[src/rtl/core/b64e_pkg.sv]
// Package for the base64 stream encoder: character entry type, group phase
// enum, queue sizing and the alphabet lookup. No dependencies.
package b64e_pkg;

  localparam int unsigned ByteW     = 8;
  localparam int unsigned CharW     = 7;
  localparam int unsigned SymW      = 6;
  localparam int unsigned LeftW     = 4;
  localparam int unsigned MaxChars  = 4;
  localparam int unsigned IdxW      = $clog2(MaxChars);
  localparam int unsigned QueueDepth = 2;
  localparam int unsigned QueuePtrW = (QueueDepth > 1) ? $clog2(QueueDepth) : 1;
  localparam int unsigned QueueCntW = $clog2(QueueDepth + 1);

  localparam logic [CharW-1:0] PadChar   = 7'd61;
  localparam logic [CharW-1:0] UpperBase = 7'd65;
  localparam logic [CharW-1:0] LowerBase = 7'd97;
  localparam logic [CharW-1:0] DigitBase = 7'd48;
  localparam logic [CharW-1:0] PlusChar  = 7'd43;
  localparam logic [CharW-1:0] SlashChar = 7'd47;

  typedef enum logic [1:0] {
    PhaseZero = 2'd0,
    PhaseOne  = 2'd1,
    PhaseTwo  = 2'd2
  } phase_e;

  // One entry holds every character that a single byte produces.
  typedef struct packed {
    logic [MaxChars-1:0][CharW-1:0] chars;
    logic [IdxW-1:0]                last_idx;
    logic                           is_last;
  } entry_t;

  function automatic logic [CharW-1:0] sym_ascii(input logic [SymW-1:0] v);
    logic [CharW-1:0] v7;
    logic [CharW-1:0] res;
    v7 = CharW'(v);
    if (v < 6'd26) begin
      res = UpperBase + v7;
    end else if (v < 6'd52) begin
      res = LowerBase + v7 - 7'd26;
    end else if (v < 6'd62) begin
      res = DigitBase + v7 - 7'd52;
    end else if (v == 6'd62) begin
      res = PlusChar;
    end else begin
      res = SlashChar;
    end
    return res;
  endfunction

endpackage

[src/rtl/core/b64e_front.sv]
// Front end: accepts bytes, tracks the group phase and leftover bits, and
// builds one character entry per byte. Depends on b64e_pkg.
module b64e_front (
  input  logic                         clk_i,
  input  logic                         rst_ni,
  input  logic [b64e_pkg::ByteW-1:0]   data_byte_i,
  input  logic                         is_last_byte_i,
  input  logic                         in_valid_i,
  output logic                         in_ready_o,
  input  logic                         q_full_i,
  output logic                         push_o,
  output b64e_pkg::entry_t             entry_o
);
  import b64e_pkg::*;

  phase_e           phase_q, phase_d;
  logic [LeftW-1:0] left_q, left_d;
  logic             fire;

  assign in_ready_o = !q_full_i;
  assign fire       = in_valid_i && !q_full_i;
  assign push_o     = fire;

  always_ff @(posedge clk_i or negedge rst_ni) begin
    if (!rst_ni) begin
      phase_q <= PhaseZero;
      left_q  <= '0;
    end else begin
      phase_q <= phase_d;
      left_q  <= left_d;
    end
  end

  always_comb begin
    entry_o.chars    = {MaxChars{PadChar}};
    entry_o.last_idx = '0;
    entry_o.is_last  = is_last_byte_i;
    phase_d          = phase_q;
    left_d           = left_q;
    unique case (phase_q)
      PhaseOne: begin
        entry_o.chars[0] = sym_ascii({left_q[1:0], data_byte_i[7:4]});
        left_d  = data_byte_i[3:0];
        phase_d = PhaseTwo;
        if (is_last_byte_i) begin
          entry_o.chars[1] = sym_ascii({data_byte_i[3:0], 2'b00});
          entry_o.last_idx = IdxW'(2);
        end
      end
      PhaseTwo: begin
        entry_o.chars[0] = sym_ascii({left_q, data_byte_i[7:6]});
        entry_o.chars[1] = sym_ascii(data_byte_i[5:0]);
        entry_o.last_idx = IdxW'(1);
        left_d  = '0;
        phase_d = PhaseZero;
      end
      default: begin
        entry_o.chars[0] = sym_ascii(data_byte_i[7:2]);
        left_d  = LeftW'(data_byte_i[1:0]);
        phase_d = PhaseOne;
        if (is_last_byte_i) begin
          entry_o.chars[1] = sym_ascii({data_byte_i[1:0], 4'b0000});
          entry_o.last_idx = IdxW'(3);
        end
      end
    endcase
    if (!fire) begin
      phase_d = phase_q;
      left_d  = left_q;
    end else if (is_last_byte_i) begin
      phase_d = PhaseZero;
      left_d  = '0;
    end
  end

endmodule

[src/rtl/core/b64e_queue.sv]
// Short queue of character entries between the front and back ends.
// Depends on b64e_pkg.
module b64e_queue (
  input  logic              clk_i,
  input  logic              rst_ni,
  input  logic              push_i,
  input  b64e_pkg::entry_t  entry_i,
  output logic              full_o,
  input  logic              pop_i,
  output logic              empty_o,
  output b64e_pkg::entry_t  head_o
);
  import b64e_pkg::*;

  localparam logic [QueuePtrW-1:0] LastPtr = QueuePtrW'(QueueDepth - 1);

  entry_t               mem_q [QueueDepth];
  logic [QueuePtrW-1:0] wr_ptr_q, wr_ptr_d;
  logic [QueuePtrW-1:0] rd_ptr_q, rd_ptr_d;
  logic [QueueCntW-1:0] cnt_q, cnt_d;
  logic                 do_push, do_pop;

  assign full_o  = (cnt_q == QueueCntW'(QueueDepth));
  assign empty_o = (cnt_q == '0);
  assign head_o  = mem_q[rd_ptr_q];
  assign do_push = push_i && !full_o;
  assign do_pop  = pop_i && !empty_o;

  always_comb begin
    wr_ptr_d = wr_ptr_q;
    rd_ptr_d = rd_ptr_q;
    cnt_d    = cnt_q;
    if (do_push) begin
      wr_ptr_d = (wr_ptr_q == LastPtr) ? '0 : wr_ptr_q + 1'b1;
    end
    if (do_pop) begin
      rd_ptr_d = (rd_ptr_q == LastPtr) ? '0 : rd_ptr_q + 1'b1;
    end
    if (do_push && !do_pop) begin
      cnt_d = cnt_q + 1'b1;
    end else if (do_pop && !do_push) begin
      cnt_d = cnt_q - 1'b1;
    end
  end

  always_ff @(posedge clk_i or negedge rst_ni) begin
    if (!rst_ni) begin
      wr_ptr_q <= '0;
      rd_ptr_q <= '0;
      cnt_q    <= '0;
    end else begin
      wr_ptr_q <= wr_ptr_d;
      rd_ptr_q <= rd_ptr_d;
      cnt_q    <= cnt_d;
    end
  end

  always_ff @(posedge clk_i) begin
    if (do_push) begin
      mem_q[wr_ptr_q] <= entry_i;
    end
  end

endmodule

[src/rtl/core/b64e_back.sv]
// Back end: walks the head entry into the output register one character per
// cycle while the output is not stalled. Depends on b64e_pkg.
module b64e_back (
  input  logic                          clk_i,
  input  logic                          rst_ni,
  input  logic                          empty_i,
  input  b64e_pkg::entry_t              head_i,
  output logic                          pop_o,
  output logic [b64e_pkg::CharW-1:0]    out_char_o,
  output logic                          is_last_char_o,
  output logic                          out_valid_o,
  input  logic                          out_ready_i
);
  import b64e_pkg::*;

  logic [IdxW-1:0]  idx_q, idx_d;
  logic             valid_q, valid_d;
  logic [CharW-1:0] char_q, char_d;
  logic             last_q, last_d;
  logic             advance, at_end;

  assign advance = !valid_q || out_ready_i;
  assign at_end  = (idx_q == head_i.last_idx);
  assign pop_o   = advance && !empty_i && at_end;

  always_comb begin
    idx_d   = idx_q;
    valid_d = valid_q;
    char_d  = char_q;
    last_d  = last_q;
    if (advance) begin
      valid_d = !empty_i;
      if (!empty_i) begin
        char_d = head_i.chars[idx_q];
        last_d = head_i.is_last && at_end;
        idx_d  = at_end ? '0 : idx_q + 1'b1;
      end
    end
  end

  always_ff @(posedge clk_i or negedge rst_ni) begin
    if (!rst_ni) begin
      idx_q   <= '0;
      valid_q <= 1'b0;
    end else begin
      idx_q   <= idx_d;
      valid_q <= valid_d;
    end
  end

  always_ff @(posedge clk_i) begin
    char_q <= char_d;
    last_q <= last_d;
  end

  assign out_valid_o    = valid_q;
  assign out_char_o     = char_q;
  assign is_last_char_o = last_q;

endmodule

[src/rtl/core/base64_stream_encoder_top.sv]
// Top level of the streaming base64 encoder.
// Depends on b64e_pkg, b64e_front, b64e_queue and b64e_back.
//
// Encodes one message byte per input word into standard-alphabet base64
// characters with '=' padding, one character per output word, and flags the
// final character of each message. The output register emits one character
// per cycle while output is not stalled. A byte yields one character as the
// first or second byte of a group, two as the third, and up to four as a
// final byte that carries padding; a full three-byte group yields four. A
// byte's first character passes through the queue, then the output register.
// A two-entry queue holds bytes during output stalls; input stalls when full.
module base64_stream_encoder_top (
  input  logic                        clk_i,
  input  logic                        rst_ni,
  input  logic [b64e_pkg::ByteW-1:0]  data_byte_i,
  input  logic                        is_last_byte_i,
  input  logic                        in_valid_i,
  output logic                        in_ready_o,
  output logic [b64e_pkg::CharW-1:0]  out_char_o,
  output logic                        is_last_char_o,
  output logic                        out_valid_o,
  input  logic                        out_ready_i
);
  import b64e_pkg::*;

  entry_t push_entry;
  entry_t head_entry;
  logic   push, pop, q_full, q_empty;

  b64e_front u_front (
    .clk_i          (clk_i),
    .rst_ni         (rst_ni),
    .data_byte_i    (data_byte_i),
    .is_last_byte_i (is_last_byte_i),
    .in_valid_i     (in_valid_i),
    .in_ready_o     (in_ready_o),
    .q_full_i       (q_full),
    .push_o         (push),
    .entry_o        (push_entry)
  );

  b64e_queue u_queue (
    .clk_i   (clk_i),
    .rst_ni  (rst_ni),
    .push_i  (push),
    .entry_i (push_entry),
    .full_o  (q_full),
    .pop_i   (pop),
    .empty_o (q_empty),
    .head_o  (head_entry)
  );

  b64e_back u_back (
    .clk_i          (clk_i),
    .rst_ni         (rst_ni),
    .empty_i        (q_empty),
    .head_i         (head_entry),
    .pop_o          (pop),
    .out_char_o     (out_char_o),
    .is_last_char_o (is_last_char_o),
    .out_valid_o    (out_valid_o),
    .out_ready_i    (out_ready_i)
  );

endmodule

[config.mk]
export PLATFORM = sky130hd
export DESIGN_NAME = base64_stream_encoder_top
export DESIGN_NICKNAME = d
export VERILOG_FILES = /design/src/rtl/core/b64e_pkg.sv /design/src/rtl/core/b64e_front.sv /design/src/rtl/core/b64e_queue.sv /design/src/rtl/core/b64e_back.sv /design/src/rtl/core/base64_stream_encoder_top.sv
export SDC_FILE = /design/constraint.sdc
export NUM_CORES = 1
export LEC_CHECK = 0
export BUFFER_PORTS_ARGS = -buffer_cell sky130_fd_sc_hd__buf_2
export CORE_MARGIN = 10
export CORE_UTILIZATION = 50
export CTS_CLUSTER_SIZE = 12
export DETAILED_ROUTE_END_ITERATION = 12
export GPL_TIMING_DRIVEN = 0
export PLACE_DENSITY = 0.75
export SYNTH_ARGS = -nofsm -noshare
export SYNTH_HDL_FRONTEND = slang
export SYNTH_SLANG_ARGS = --single-unit
export TNS_END_PERCENT = 20
[constraint.sdc]
create_clock -name clk_i -period 2.3 [get_ports clk_i]
set_input_delay 0.115 -clock clk_i [delete_from_list [all_inputs] [get_ports clk_i]]
set_output_delay 0.115 -clock clk_i [all_outputs]
set_load 0.03 [all_outputs]
==> flow_summary_export.csv <==
group,metric,value,unit
sta,finClkSkew,7.868,ps
sta,finalSetupTns,0,ps
hold_path,min-delay-path-class,"input pin to flop",
sta,maxSlewViolCount,0,
global_routing,globalRouteMet1Util,21.72,%
logic_synthesis,yosysWarnings,0,
clock_tree,clockBufferDepth,2,
routing,drtIter0Drc,330,
clock_tree,clk_pin_slew_worst_paths,90,ps
setup_path,rr_worst_depth,8,
clock_tree,htreeDepth,2,
cells_and_area,n_antenna_cell,0,
placed_design,place.gp.congestion,0.9700,
setup_path,crit_type,"flop to flop",
setup_path,critPathMaxStageDelay,430,ps
setup_path,crit_buf_inv,3,
die,die_area,11970,sq um
die,ios,23,
routing,drt_pass1_iterations,5,
power,ir_worst_vdd,0.3347,mV
clock_tree,cts_made_buffers,5,
logic_synthesis,synth_cell_types,69,
global_routing,grt_pass1_vias,3285,
placed_design,dp_hpwl,7.534,mm
sta,setup_violations,0,
routing,routed_via_density,6.202,
clock_tree,worst_skew_pair.late_latency,310,ps
routing,wl,9.751,mm
hold_path,hold_depth,2,
global_routing,grt-busiest-layer,"met2",
cells_and_area,ff_latch_area,1587,sq um
clock_tree,clockRootBuffer,"clkbuf_8",
cells_and_area,multi_input_comb_area,2242,sq um
cells_and_area,final_area,4367,sq um
setup_path,r2r-end,"u_queue.mem_q[0][4]$_DFFE_PP_",
placed_design,detailedPlace.worstSlack,-420.1,ps
setup_path,worstPathCellList,"buf_6 -> inv_1 -> ha_1 -> and3b_2 -> buf_4 -> a22oi_1 -> a21oi_1 -> a221o_1",
global_routing,grt_usage,16.52,%
setup_path,crit_slowest_cell,"dfrtp_1",
job,cap_violations,0,
setup_path,crit_end,"u_queue.mem_q[0][4]$_DFFE_PP_",
sta,rsz0062_at_grt,"true",
logic_synthesis,synthTopCellsByArea,"edfxtp_1 (32%), dfrtp_1 (8.1%), ha_1 (7.8%)",
logic_synthesis,synth_edf_count,42,
cells_and_area,layout-drive-gt1-share,18.71,%
routing,drt.antenna.violating_nets,0,
logic_synthesis,synth.avg_cell_area,9.840,sq um
routing,via_count,3318,
die,rows,32,
global_routing,grt_pass1_wl,16.11,mm
sta,timing.fmax,448.0,MHz
sta,hold_violations,0,
routing,drc_errors,0,
power,leakage,0.001656,uW
die,initial_core_util,51.43,%
placed_design,placedCellCount,530,
setup_path,crit_family,"compound AO/OA/AOI/OAI gates",
logic_synthesis,seq_area_frac_synth,39.71,%
cells_and_area,layoutNonFillerInstCount,535,
cells_and_area,post-route-util,56.22,%
setup_path,cp.required,2350,ps
global_routing,grt_use_met2,27.43,%
placed_design,portBuffers,22,
die,core_area,7767,sq um
die,die_y,109.4,um
sta,setup_slack,67.71,ps
cells_and_area,area_growth,9.302,%
setup_path,crit_start,"u_front.left_q[0]$_DFFE_PN0P_",
clock_tree,cts.sinks,55,
die,die_width,109.4,um
setup_path,critPathCaptureType,"flop",
setup_path,r2r-start,"u_front.left_q[0]$_DFFE_PN0P_",
logic_synthesis,synthArstFlopShare,23.64,%
setup_path,worstSetupPathDepth,8,
global_routing,antenna_found_initial,0,
setup_path,cp_max_fo,9,
routing,wl_per_cell,18.23,um
placed_design,placed_area,4233,sq um
setup_path,cp.arrival,2290,ps
sta,tightest_slew,845.1,ps
setup_path,worstSetupStartpointType,"flop",
clock_tree,cts_tree,"yes",
power,p_per_area,1087,nW/um^2
logic_synthesis,netlist_area,3995,sq um
global_routing,grt.overflow.total,0,
global_routing,use_met3,2.048,%
setup_path,worst-r2r-setup-slack,70,ps
logic_synthesis,ys.flop_type,"edfxtp_1",
cells_and_area,nets,470,
sta,maxSlewHeadroom,43.60,%
logic_synthesis,synth_commonest_cells,"edfxtp_1 (42), nand2_1 (34), a21oi_1 (25), ha_1 (25), o21ai_0 (25)",
status,status,"finished clean",
sta,min_period_over_period,97.06,%
global_routing,grt_max_degree,18,
sta,period_needed,2232,ps
logic_synthesis,syn_inst,406,
logic_synthesis,synth_most_common_cell,"edfxtp_1",
logic_synthesis,synth.top_cell.area_share,31.57,%
logic_synthesis,syn-num-nets,444,
cells_and_area,n_fill_cell,718,
logic_synthesis,synth-seq-cells,55,
logic_synthesis,yosysTopAreaCell,"edfxtp_1",
==> worst min path at each step <==
stage,end,from,slack [ps]
global placement,u_back.out_valid_o$_DFFE_PN0N_,rst_ni,10
global route,u_back.out_valid_o$_DFFE_PN0N_,out_ready_i,10
finish,u_back.out_valid_o$_DFFE_PN0N_,out_ready_i,20
floorplan,u_back.idx_q[0]$_DFFE_PN0N_,rst_ni,-180
detailed placement,u_back.out_valid_o$_DFFE_PN0N_,rst_ni,20
CTS,u_back.out_valid_o$_DFFE_PN0N_,out_ready_i,20
==> power by group <==
part           total (uW)  internal [uW]  switching, uW
Sequential           1810           1670            142
Clock                 509            213            296
Combinational        2430            952           1470
==> per-stage QoR <==
stage               power (uW)  hold slack (ps)
floorplan                 3570           -180.6
global placement          4110            10.06
detailed placement        4210            22.91
CTS                       4719            16.77
global route              5083            9.848
finish                    4747            20.71
==> cell type report <==
cell class / count / area share, %
Buffer: 21 / 2.808
Clock buffer: 6 / 1.662
Clock inverter: 2 / 0.2865
Inverter: 20 / 1.719
Multi-Input combinational cell: 305 / 51.35
Sequential cell: 55 / 36.33
Tap cell: 102 / 2.923
Timing Repair Buffer: 24 / 2.923
==> state kept, by name, summed over array words and instances, names as in the netlist <==
name	flops
u_front.left_q	4
u_queue.wr_ptr_q	1
u_queue.cnt_q	2
u_queue.rd_ptr_q	1
u_back.is_last_char_o	1
u_front.phase_q	2
u_queue.mem_q	34
u_back.idx_q	2
u_back.out_valid_o	1
u_back.out_char_o	7
==> per-layer routing <==
metal / vias to the layer above / part of all wire (%)
li1: 1564 / -
met1: 1617 / 43
met3: 20 / 6.0
met5: - / 0
met4: 0 / 2.4
met2: 117 / 48
==> repair_timing <==
action / CTS / global route
buffers inserted: 1 / 0
endpoints found under the setup margin: 32 / 22
pin swaps: 0 / 2
resized for setup: 6 / 17
hold endpoints to repair: 13 / 0
hold buffers: 1 / 0
==> cell families after synthesis <==
kind of cell | Yosys count | synth area share, %
AO/OA/AOI/OAI | 115 | 20.26
buffers and inverters | 46 | 4.979
multiplexers | 14 | 5.731
adder cells (fa/ha/maj) | 25 | 7.830
AND/OR/NAND/NOR | 130 | 16.88
XOR/XNOR | 21 | 4.604
flip-flops | 55 | 39.71
==> cells in the final DEF, fill, tap and decap left out, types with 4 or more instances in the layout <==
cell       n
a21oi_1   24
a221o_1    4
a31oi_1    5
buf_2     28
clkbuf_1   8
clkbuf_8   5
dfrtp_1   13
edfxtp_1  42
ha_1      24
inv_1     18
mux2i_1    6
mux4_2     7
nand2_1   34
nand2b_1  10
nand3_1   20
nor2_1    16
nor2b_1    8
nor3_1     9
o211ai_1   4
o21ai_0   24
o311ai_0   4
o31ai_1    4
or2_2      6
or3_1      5
xnor2_1   18
(Power assumes the default switching activity.)
